## config.mk

```make
export PLATFORM = sky130hd
export DESIGN_NAME = gf2_10_inverse
export DESIGN_NICKNAME = d
export VERILOG_FILES = /design/src/rtl/gf2inv_pkg.sv /design/src/rtl/gf2_10_inverse.sv
export SDC_FILE = /design/constraint.sdc
export NUM_CORES = 2
export LEC_CHECK = 0
export BUFFER_PORTS_ARGS = -buffer_cell sky130_fd_sc_hd__buf_2
export CAP_MARGIN = 15
export CELL_PAD_IN_SITES_DETAIL_PLACEMENT = 1
export CELL_PAD_IN_SITES_GLOBAL_PLACEMENT = 2
export CORE_MARGIN = 2
export CORE_UTILIZATION = 45
export CTS_BUF_LIST = sky130_fd_sc_hd__clkbuf_2 sky130_fd_sc_hd__clkbuf_4 sky130_fd_sc_hd__clkbuf_8
export DETAILED_ROUTE_END_ITERATION = 8
export PLACE_DENSITY_LB_ADDON = 0.1
export SYNTH_ARGS = -nofsm -noshare
export SYNTH_HDL_FRONTEND = slang
export SYNTH_SLANG_ARGS = --single-unit
```

## constraint.sdc

```tcl
create_clock -name clk -period 31.4 [get_ports clk]
set_clock_uncertainty 0.15 [all_clocks]
set_input_delay 0 -clock clk [delete_from_list [all_inputs] [get_ports clk]]
set_output_delay 0 -clock clk [all_outputs]
set_load 0.01 [all_outputs]
```

## src/rtl/gf2inv_pkg.sv

```systemverilog
`timescale 1ns / 1ps
// ----------------------------------------------------------------------------
// gf2inv_pkg
// Shared constants and helpers for the GF(2^m) inverse pipeline.
// ----------------------------------------------------------------------------
package gf2inv_pkg;

    // Default field degree
    localparam int FIELD_DEGREE_DEF = 10;

    // Reset modulus x^m + x^3 + 1, returned wide; callers truncate to m+1 bits
    function automatic logic [32:0] mod_reset(input int unsigned deg_m);
        logic [32:0] val;
        begin
            val = 33'd1;
            val[deg_m] = 1'b1;
            if (deg_m > 3)
            begin
                val[3] = 1'b1;
            end
            return val;
        end
    endfunction

endpackage

```

## src/rtl/gf2_10_inverse.sv

```systemverilog
`timescale 1ns / 1ps
// ----------------------------------------------------------------------------
// gf2_10_inverse
// Pipelined extended Euclid inverter over GF(2)[x] against a writable modulus.
// ----------------------------------------------------------------------------
// Each word on the input side is inverted modulo the polynomial held in the
// modulus register; the result carries has_inverse set when the gcd is one
// and the coefficient is nonzero. The Euclid loop is laid out as
// 2*FIELD_DEGREE register stages (20 for the default degree), each doing one
// aligned subtract of the remainders and the matching Bezout update, plus a
// load stage and an output register. A new word may enter every cycle unless
// a held result is stalled; it then passes through the load, Euclid and
// output registers in turn. A stall on the output while a result is held
// freezes the whole pipeline and is reflected on in_stall in the same cycle.
// The modulus is sampled as a word enters, so write it only when idle.
// ----------------------------------------------------------------------------
module gf2_10_inverse #(
    parameter int FIELD_DEGREE = gf2inv_pkg::FIELD_DEGREE_DEF
) (
    input  logic                    clk,
    input  logic                    rst_n,
    input  logic                    cfg_we,
    input  logic [FIELD_DEGREE:0]   cfg_wdata,
    input  logic                    in_valid,
    output logic                    in_stall,
    input  logic [FIELD_DEGREE-1:0] operand,
    output logic                    out_valid,
    input  logic                    out_stall,
    output logic [FIELD_DEGREE-1:0] inverse,
    output logic                    has_inverse
);
    import gf2inv_pkg::*;

    localparam int W     = FIELD_DEGREE + 1;
    localparam int DW    = $clog2(W);
    localparam int NSTEP = 2 * FIELD_DEGREE;
    localparam logic [32:0] MOD_RST_WIDE = mod_reset(FIELD_DEGREE);

    // Degree of a nonzero polynomial (zero maps to 0; callers check for zero)
    function automatic logic [DW-1:0] deg_of(input logic [W-1:0] p);
        logic [DW-1:0] d;
        begin
            d = '0;
            for (int i = 0; i < W; i++)
            begin
                if (p[i])
                begin
                    d = DW'(i);
                end
            end
            return d;
        end
    endfunction

    logic [W-1:0] modulus_reg;
    logic         adv;

    logic         valid_reg [0:NSTEP];
    logic [W-1:0] r0_reg    [0:NSTEP];
    logic [W-1:0] r1_reg    [0:NSTEP];
    logic [W-1:0] s0_reg    [0:NSTEP];
    logic [W-1:0] s1_reg    [0:NSTEP];

    logic                    out_valid_reg;
    logic [FIELD_DEGREE-1:0] inverse_reg;
    logic                    has_inverse_reg;

    // Modulus register
    always_ff @(posedge clk or negedge rst_n)
    begin
        if (!rst_n)
        begin
            modulus_reg <= MOD_RST_WIDE[W-1:0];
        end
        else if (cfg_we)
        begin
            modulus_reg <= cfg_wdata;
        end
    end

    // Advance the whole pipeline unless a finished word is held at the output
    assign adv      = !out_valid_reg || !out_stall;
    assign in_stall = !adv;

    // Load stage: r0 = modulus, r1 = operand, s0 = 0, s1 = 1
    always_ff @(posedge clk or negedge rst_n)
    begin
        if (!rst_n)
        begin
            valid_reg[0] <= 1'b0;
        end
        else if (adv)
        begin
            valid_reg[0] <= in_valid;
        end
    end

    always_ff @(posedge clk)
    begin
        if (adv)
        begin
            r0_reg[0] <= modulus_reg;
            r1_reg[0] <= {1'b0, operand};
            s0_reg[0] <= '0;
            s1_reg[0] <= W'(1);
        end
    end

    // Euclid stages: swap when r0 is lower, then cancel the leading term of r0
    for (genvar k = 0; k < NSTEP; k++) begin : g_step
        logic          nz0, nz1, swap;
        logic [DW-1:0] d0, d1, da, db, sh;
        logic [W-1:0]  a, b, sa, sb;
        logic [W-1:0]  r0_next, s0_next;

        always_comb
        begin
            nz0  = |r0_reg[k];
            nz1  = |r1_reg[k];
            d0   = deg_of(r0_reg[k]);
            d1   = deg_of(r1_reg[k]);
            swap = nz1 && (!nz0 || (d0 < d1));
            a    = swap ? r1_reg[k] : r0_reg[k];
            b    = swap ? r0_reg[k] : r1_reg[k];
            sa   = swap ? s1_reg[k] : s0_reg[k];
            sb   = swap ? s0_reg[k] : s1_reg[k];
            da   = swap ? d1 : d0;
            db   = swap ? d0 : d1;
            sh   = da - db;
            r0_next = a;
            s0_next = sa;
            if (|b)
            begin
                r0_next = a ^ (b << sh);
                s0_next = sa ^ (sb << sh);
            end
        end

        always_ff @(posedge clk or negedge rst_n)
        begin
            if (!rst_n)
            begin
                valid_reg[k+1] <= 1'b0;
            end
            else if (adv)
            begin
                valid_reg[k+1] <= valid_reg[k];
            end
        end

        always_ff @(posedge clk)
        begin
            if (adv)
            begin
                r0_reg[k+1] <= r0_next;
                r1_reg[k+1] <= b;
                s0_reg[k+1] <= s0_next;
                s1_reg[k+1] <= sb;
            end
        end
    end

    // Pick the gcd and its coefficient from whichever side is nonzero
    logic [W-1:0]            gcd_sel, coef_sel;
    logic                    ok_next;
    logic [FIELD_DEGREE-1:0] inverse_next;

    always_comb
    begin
        gcd_sel      = (|r1_reg[NSTEP]) ? r1_reg[NSTEP] : r0_reg[NSTEP];
        coef_sel     = (|r1_reg[NSTEP]) ? s1_reg[NSTEP] : s0_reg[NSTEP];
        ok_next      = (gcd_sel == W'(1)) && (|coef_sel[FIELD_DEGREE-1:0]);
        inverse_next = ok_next ? coef_sel[FIELD_DEGREE-1:0] : '0;
    end

    // Output register
    always_ff @(posedge clk or negedge rst_n)
    begin
        if (!rst_n)
        begin
            out_valid_reg <= 1'b0;
        end
        else if (adv)
        begin
            out_valid_reg <= valid_reg[NSTEP];
        end
    end

    always_ff @(posedge clk)
    begin
        if (adv)
        begin
            inverse_reg     <= inverse_next;
            has_inverse_reg <= ok_next;
        end
    end

    assign out_valid   = out_valid_reg;
    assign inverse     = inverse_reg;
    assign has_inverse = has_inverse_reg;

    // Checks
    a_no_inv_zero: assert property (@(posedge clk) disable iff (!rst_n)
        (out_valid_reg && !has_inverse_reg) |-> (inverse_reg == '0))
        else $error("inverse nonzero without has_inverse");

    a_euclid_done: assert property (@(posedge clk) disable iff (!rst_n)
        valid_reg[NSTEP] |-> ((r0_reg[NSTEP] == '0) || (r1_reg[NSTEP] == '0)))
        else $error("Euclid not finished at last stage");

    a_load: assert property (@(posedge clk) disable iff (!rst_n)
        (in_valid && !in_stall) |=> valid_reg[0])
        else $error("accepted word lost at load stage");

    a_drain: assert property (@(posedge clk) disable iff (!rst_n)
        (out_valid_reg && !out_stall && !valid_reg[NSTEP]) |=> !out_valid_reg)
        else $error("result repeated after hand-off");

endmodule

```

# ---- Word level (Yosys, flattened, before mapping)
# Memories as Yosys holds them, arrays and structs flattened.
# Cells that the tools add are included.
dict set report classes {
  order_cmp 20
  n_eq_ne 1
  reduce_logical 127
  muxes 564
  shifts 40
  addsub 20
  bitwise 40
}
# operator n
set op_table {}
lappend op_table {{two-way mux 4 bit} 388}
lappend op_table {{two-way mux 11 bit} 121}
lappend op_table {{OR reduction 11 bit} 61}
lappend op_table {{<< shifter 11 x 4 -> 11 bit} 40}
lappend op_table {{bitwise XOR 11 bit} 40}
lappend op_table {{less-than comparator 4 bit} 20}
lappend op_table {{subtractor 4 bit} 20}
lappend op_table {{two-way mux 1 bit} 42}
lappend op_table {{two-way mux 3 bit} 8}
lappend op_table {{logical NOT 1 bit} 23}
lappend op_table {{logical AND 1 bit} 21}
lappend op_table {{logical OR 1 bit} 21}
lappend op_table {{== test 11 x 1 -> 1 bit, second input constant} 1}
lappend op_table {{two-way mux 10 bit} 1}
lappend op_table {{OR reduction 10 bit} 1}
lappend op_table {{two-way mux 2 bit} 4}
dict set report word_totals {
  n_memories 4
  reg_bits 44
  out_inout_bits 13
  ram_bits 924
  word_cells 841
  input_bits 26
}
# memory depth width read_ports rd_ports_with_merged_regs wr line_no
set mem_list {}
lappend mem_list {r0_reg 21 11 21 0 21 gf2_10_inverse.sv:59} ;# logic [W-1:0] r0_reg [0:NSTEP];
lappend mem_list {r1_reg 21 11 21 0 21 gf2_10_inverse.sv:60} ;# logic [W-1:0] r1_reg [0:NSTEP];
lappend mem_list {s0_reg 21 11 21 0 21 gf2_10_inverse.sv:61} ;# logic [W-1:0] s0_reg [0:NSTEP];
lappend mem_list {s1_reg 21 11 21 0 21 gf2_10_inverse.sv:62} ;# logic [W-1:0] s1_reg [0:NSTEP];

# ---- Depth between registers and ports, before layout
# An unclocked memory read counts as a cell.
dict set report depth {
  ltp_word 19
  mapped_depth 20
}

# ---- Worst setup path after synthesis
# No wires, ideal clock.
dict set report synth_path {
  path_type {register -> register}
  startpoint {reg out_valid_reg (netlist: out_valid)}
  endpoint {reg valid_reg[14] in the netlist's numbering}
  t_arrival_ns 27.047
  path_slack_ns 4.022
  stages_incl_launch_ff 4
  n_path_buf 1
  setup_time_ns 0.181
  synth_period_minus_slack_ns 27.378
  path_cell_list {dfrtp_1 -> nand2_1 -> clkbuf_1 -> mux2_2}
}
dict set report synth_via {
  elab_chain_cells 2
}
# element line_no
set synth_rtl {}
lappend synth_rtl {{start: declaration} gf2_10_inverse.sv:64} ;# logic out_valid_reg;
lappend synth_rtl {{start signal: assignment} gf2_10_inverse.sv:185} ;# out_valid_reg <= valid_reg[NSTEP];
lappend synth_rtl {{logical NOT 1 bit} gf2_10_inverse.sv:82} ;# assign adv = !out_valid_reg || !out_stall;
lappend synth_rtl {{logical OR 1 bit} gf2_10_inverse.sv:82}
lappend synth_rtl {{end signal: indexed assignment} gf2_10_inverse.sv:147} ;# valid_reg[k+1] <= valid_reg[k];
lappend synth_rtl {{end: declaration} gf2_10_inverse.sv:58} ;# logic valid_reg [0:NSTEP];
# No other way between the ends.
# A chain may end at the register's enable or synchronous reset.

# ---- Worst setup path in the final report
dict set report layout_path {
  startpoint {reg out_valid_reg (netlist: out_valid)}
  endpoint {out in_stall}
}
dict set report layout_via {
  elab_chain_cells 3
}
# element line_no
set layout_rtl {}
lappend layout_rtl {{logical NOT 1 bit} gf2_10_inverse.sv:82}
lappend layout_rtl {{logical OR 1 bit} gf2_10_inverse.sv:82}
lappend layout_rtl {{logical NOT 1 bit} gf2_10_inverse.sv:83} ;# assign in_stall = !adv;
lappend layout_rtl {{end: declaration} gf2_10_inverse.sv:25} ;# output logic in_stall,
# No other way between the ends.

==> results_dict.tcl <==
set metrics [dict create \
    ios 39 \
    synth_edf_count 863 \
    syn_area_um2 66000 \
    cts_sinks 896 \
    worstSkewPairLatency_ps 920 \
    drt-initial-drc-count 3622 \
    synth_top_area_cell "edfxtp_1" \
    start_kind "flop" \
    die-area_um2 150000 \
    cts_root_buf "clkbuf_8" \
    place_hpwl_um 144000 \
    grt.overflow.total 0 \
    final_core_util_pct 49.5 \
    cp_data_required_time_ps 31250 \
    synth_warnings 0 \
    area_delta_synth_final_pct 9.26 \
    routed_wl_um 193000 \
    htree_num_levels 4 \
    tightest_slew_ps 1150 \
    final_nets 6461 \
    synth_fp_nets 6410 \
    path_delay_family "buffers and inverters" \
    path_buf_inv 7 \
    finalWorstSetupSlack_ps 25000 \
    relSlewSlack_pct 23.0 \
    clk_pin_slew_worst_paths_ps 60 \
    gp_congestion 0.862 \
    drive_gt1_share_pct 13.8 \
    dp_slack_ps 25650 \
    grt_pass1_wl_um 304000 \
    antenna_found_initial 3 \
    hold_viol_final 0 \
    synth.distinct_cells 115 \
    largest_register_ffs 231 \
    core_um2 146000 \
    fp.dieW_um 387 \
    rsz0062_at_grt "false" \
    start_util_pct 45.3 \
    synthTopCellsByArea "edfxtp_1 39%, mux2i_1 15%, mux4_2 4.8%, mux2_2 3.6%, nor2_1 3.5%" \
    hold_ws_ps 197 \
    yosysMostFrequentCell "mux2i_1" \
    ys_seq_area_share_pct 40.5 \
    crit_arrival_ps 6250 \
    cp_common_cell "buf_4" \
    crit_chain "nand2_4 > buf_4 > buf_4 > buf_4 > buf_4 > buf_4 > inv_1 > buf_2" \
    grt_pass1_vias 50519 \
    dr.pass1.iters 5 \
    syn_inst 6264 \
    setup_viol 0 \
    ant_nets 0 \
    die_h_um 387 \
    yosysTopAreaCellShare_pct 39.3 \
    grt_use_total_pct 25.4 \
    cap_violations 0 \
    worstSetupPathType "flop to output port" \
    period_share_pct 20.4 \
    synth-main-ff-cell "edfxtp_1" \
    syn_area_per_cell_um2 10.5 \
    route.detailed.drc 0 \
    status "complete, no violations" \
    n_fill_cell 15737 \
    crit_fanout 73 \
    yosys-top-cells-count "1009 x mux2i_1, 863 x edfxtp_1, 609 x nor2_1, 411 x nand2_1, 388 x inv_1" \
    critPathMaxStageDelay_ps 870 \
    detail_route.wl_per_cell_um 23.1 \
    layout_min_cycle_time_ps 6400 \
    grt_max_degree 172 \
    ys_ff_latch 896 \
    synthArstFlopShare_pct 3.68 \
    numCtsBuffers 165 \
    clockBufferDepth 3 \
    hp-class "input pin to flop" \
    avgViaCountPerCell 5.95 \
    crit_slowest_cell "buf_4" \
    max_freq_mhz 156 \
    port_buffers 38 \
    row_count 140 \
    setup_tns_ps 0 \
    maxSlewViolCount 0 \
    worstSetupEndpointType "output port" \
    num_vias 49743 \
    cts_tree "done" \
    cts_resized 0 \
]
worst reg2reg max path, cell delays in order, from the launching register on:
cell and delay, ps:
edfxtp_1 480, nor3_1 410, nand2b_1 190, ha_1 410, o211ai_1 110, a21oi_1 870, nand2b_1 490, buf_4 360
a211oi_1 200, xnor2_2 770, nand3_2 400, or2_2 390, xor2_1 390
layout by cell type, fill, tap and decap left out, types with 47 or more instances in the layout:
master | Yosys | final
nor4_1 | 107 | 107
xor2_1 | 193 | 192
xnor2_1 | 214 | 205
mux2i_1 | 1009 | 1009
and3_1 | 56 | 56
nand3_1 | 87 | 87
clkbuf_8 | 0 | 177
mux2_2 | 212 | 212
nor3_1 | 138 | 138
mux4_2 | 142 | 142
nor2_1 | 609 | 599
nand2_1 | 411 | 410
inv_1 | 388 | 388
ha_1 | 120 | 120
edfxtp_1 | 863 | 863
nand2b_1 | 119 | 119
a21oi_1 | 250 | 250
o211ai_1 | 90 | 90
o31ai_1 | 66 | 66
a211oi_1 | 47 | 47
dlygate4sd3_1 | 0 | 61
buf_4 | 15 | 73
o21ai_0 | 148 | 148
area by class of cell:
type	count	area (um2)	area share (%)
Antenna cell	3	7.51	0.0104
Clock buffer	211	2690	3.73
Clock inverter	85	712	0.988
Inverter	404	1520	2.10
Multi-Input combinational cell	4672	36600	50.8
Sequential cell	896	26700	37.1
Tap cell	1917	2400	3.33
Timing Repair Buffer	176	1420	1.97
final timing paths:
check                                from               to  slack, ps  cells past startpoint
hold reg to reg            modulus_reg[8]     r0_reg[0][8]        300                      0
hold / removal                 operand[0]     r1_reg[0][0]        200                      3
min in group asynchronous           rst_n    valid_reg[19]        590                      5
setup / recovery                out_valid         in_stall      25000                      8
max in group asynchronous           rst_n  modulus_reg[10]      30260                      5
setup reg to reg            r1_reg[1][64]    r0_reg[1][67]      25550                     12
what timing repair did:
action | in CTS | in global routing
endpoints found under the hold margin | 108 | 0
hold buffers | 62 | 0
buffers inserted | 0 | 0
metrics by stage:
step / area (um2) / cells
6_report: 72100 / 8364
5_1_grt: 72100 / 8362
2_1_floorplan: 66000 / 6264
3_3_place_gp: 68000 / 8001
3_5_place_dp: 68000 / 8001
4_1_cts: 72000 / 8359
per-layer routing:
layer	vias up	GRT usage, %	part of all wire [%]
li1	23412	-	-
met1	25119	37.7	49
met2	991	39.4	45
met3	219	3.47	4.2
met4	2	5.10	1.5
met5	-	0	0.0057
cell families (layout without fill, tap and decap cells):
logic type	Yosys count	in the layout	synth area share, %
and+or+nand+nor	1835	1835	13.7
muxes	1366	1366	23.8
AOI/OAI and AO/OA	940	940	9.90
DFF	896	896	40.5
buffers and inverters	696	876	4.24
xor gates and xnor gates	411	411	5.50
adders and majority gates	120	120	2.28
other	0	3	0
Power is not shown: default switching activity piles up to over one toggle a cycle in this logic, so the estimate is an artifact.
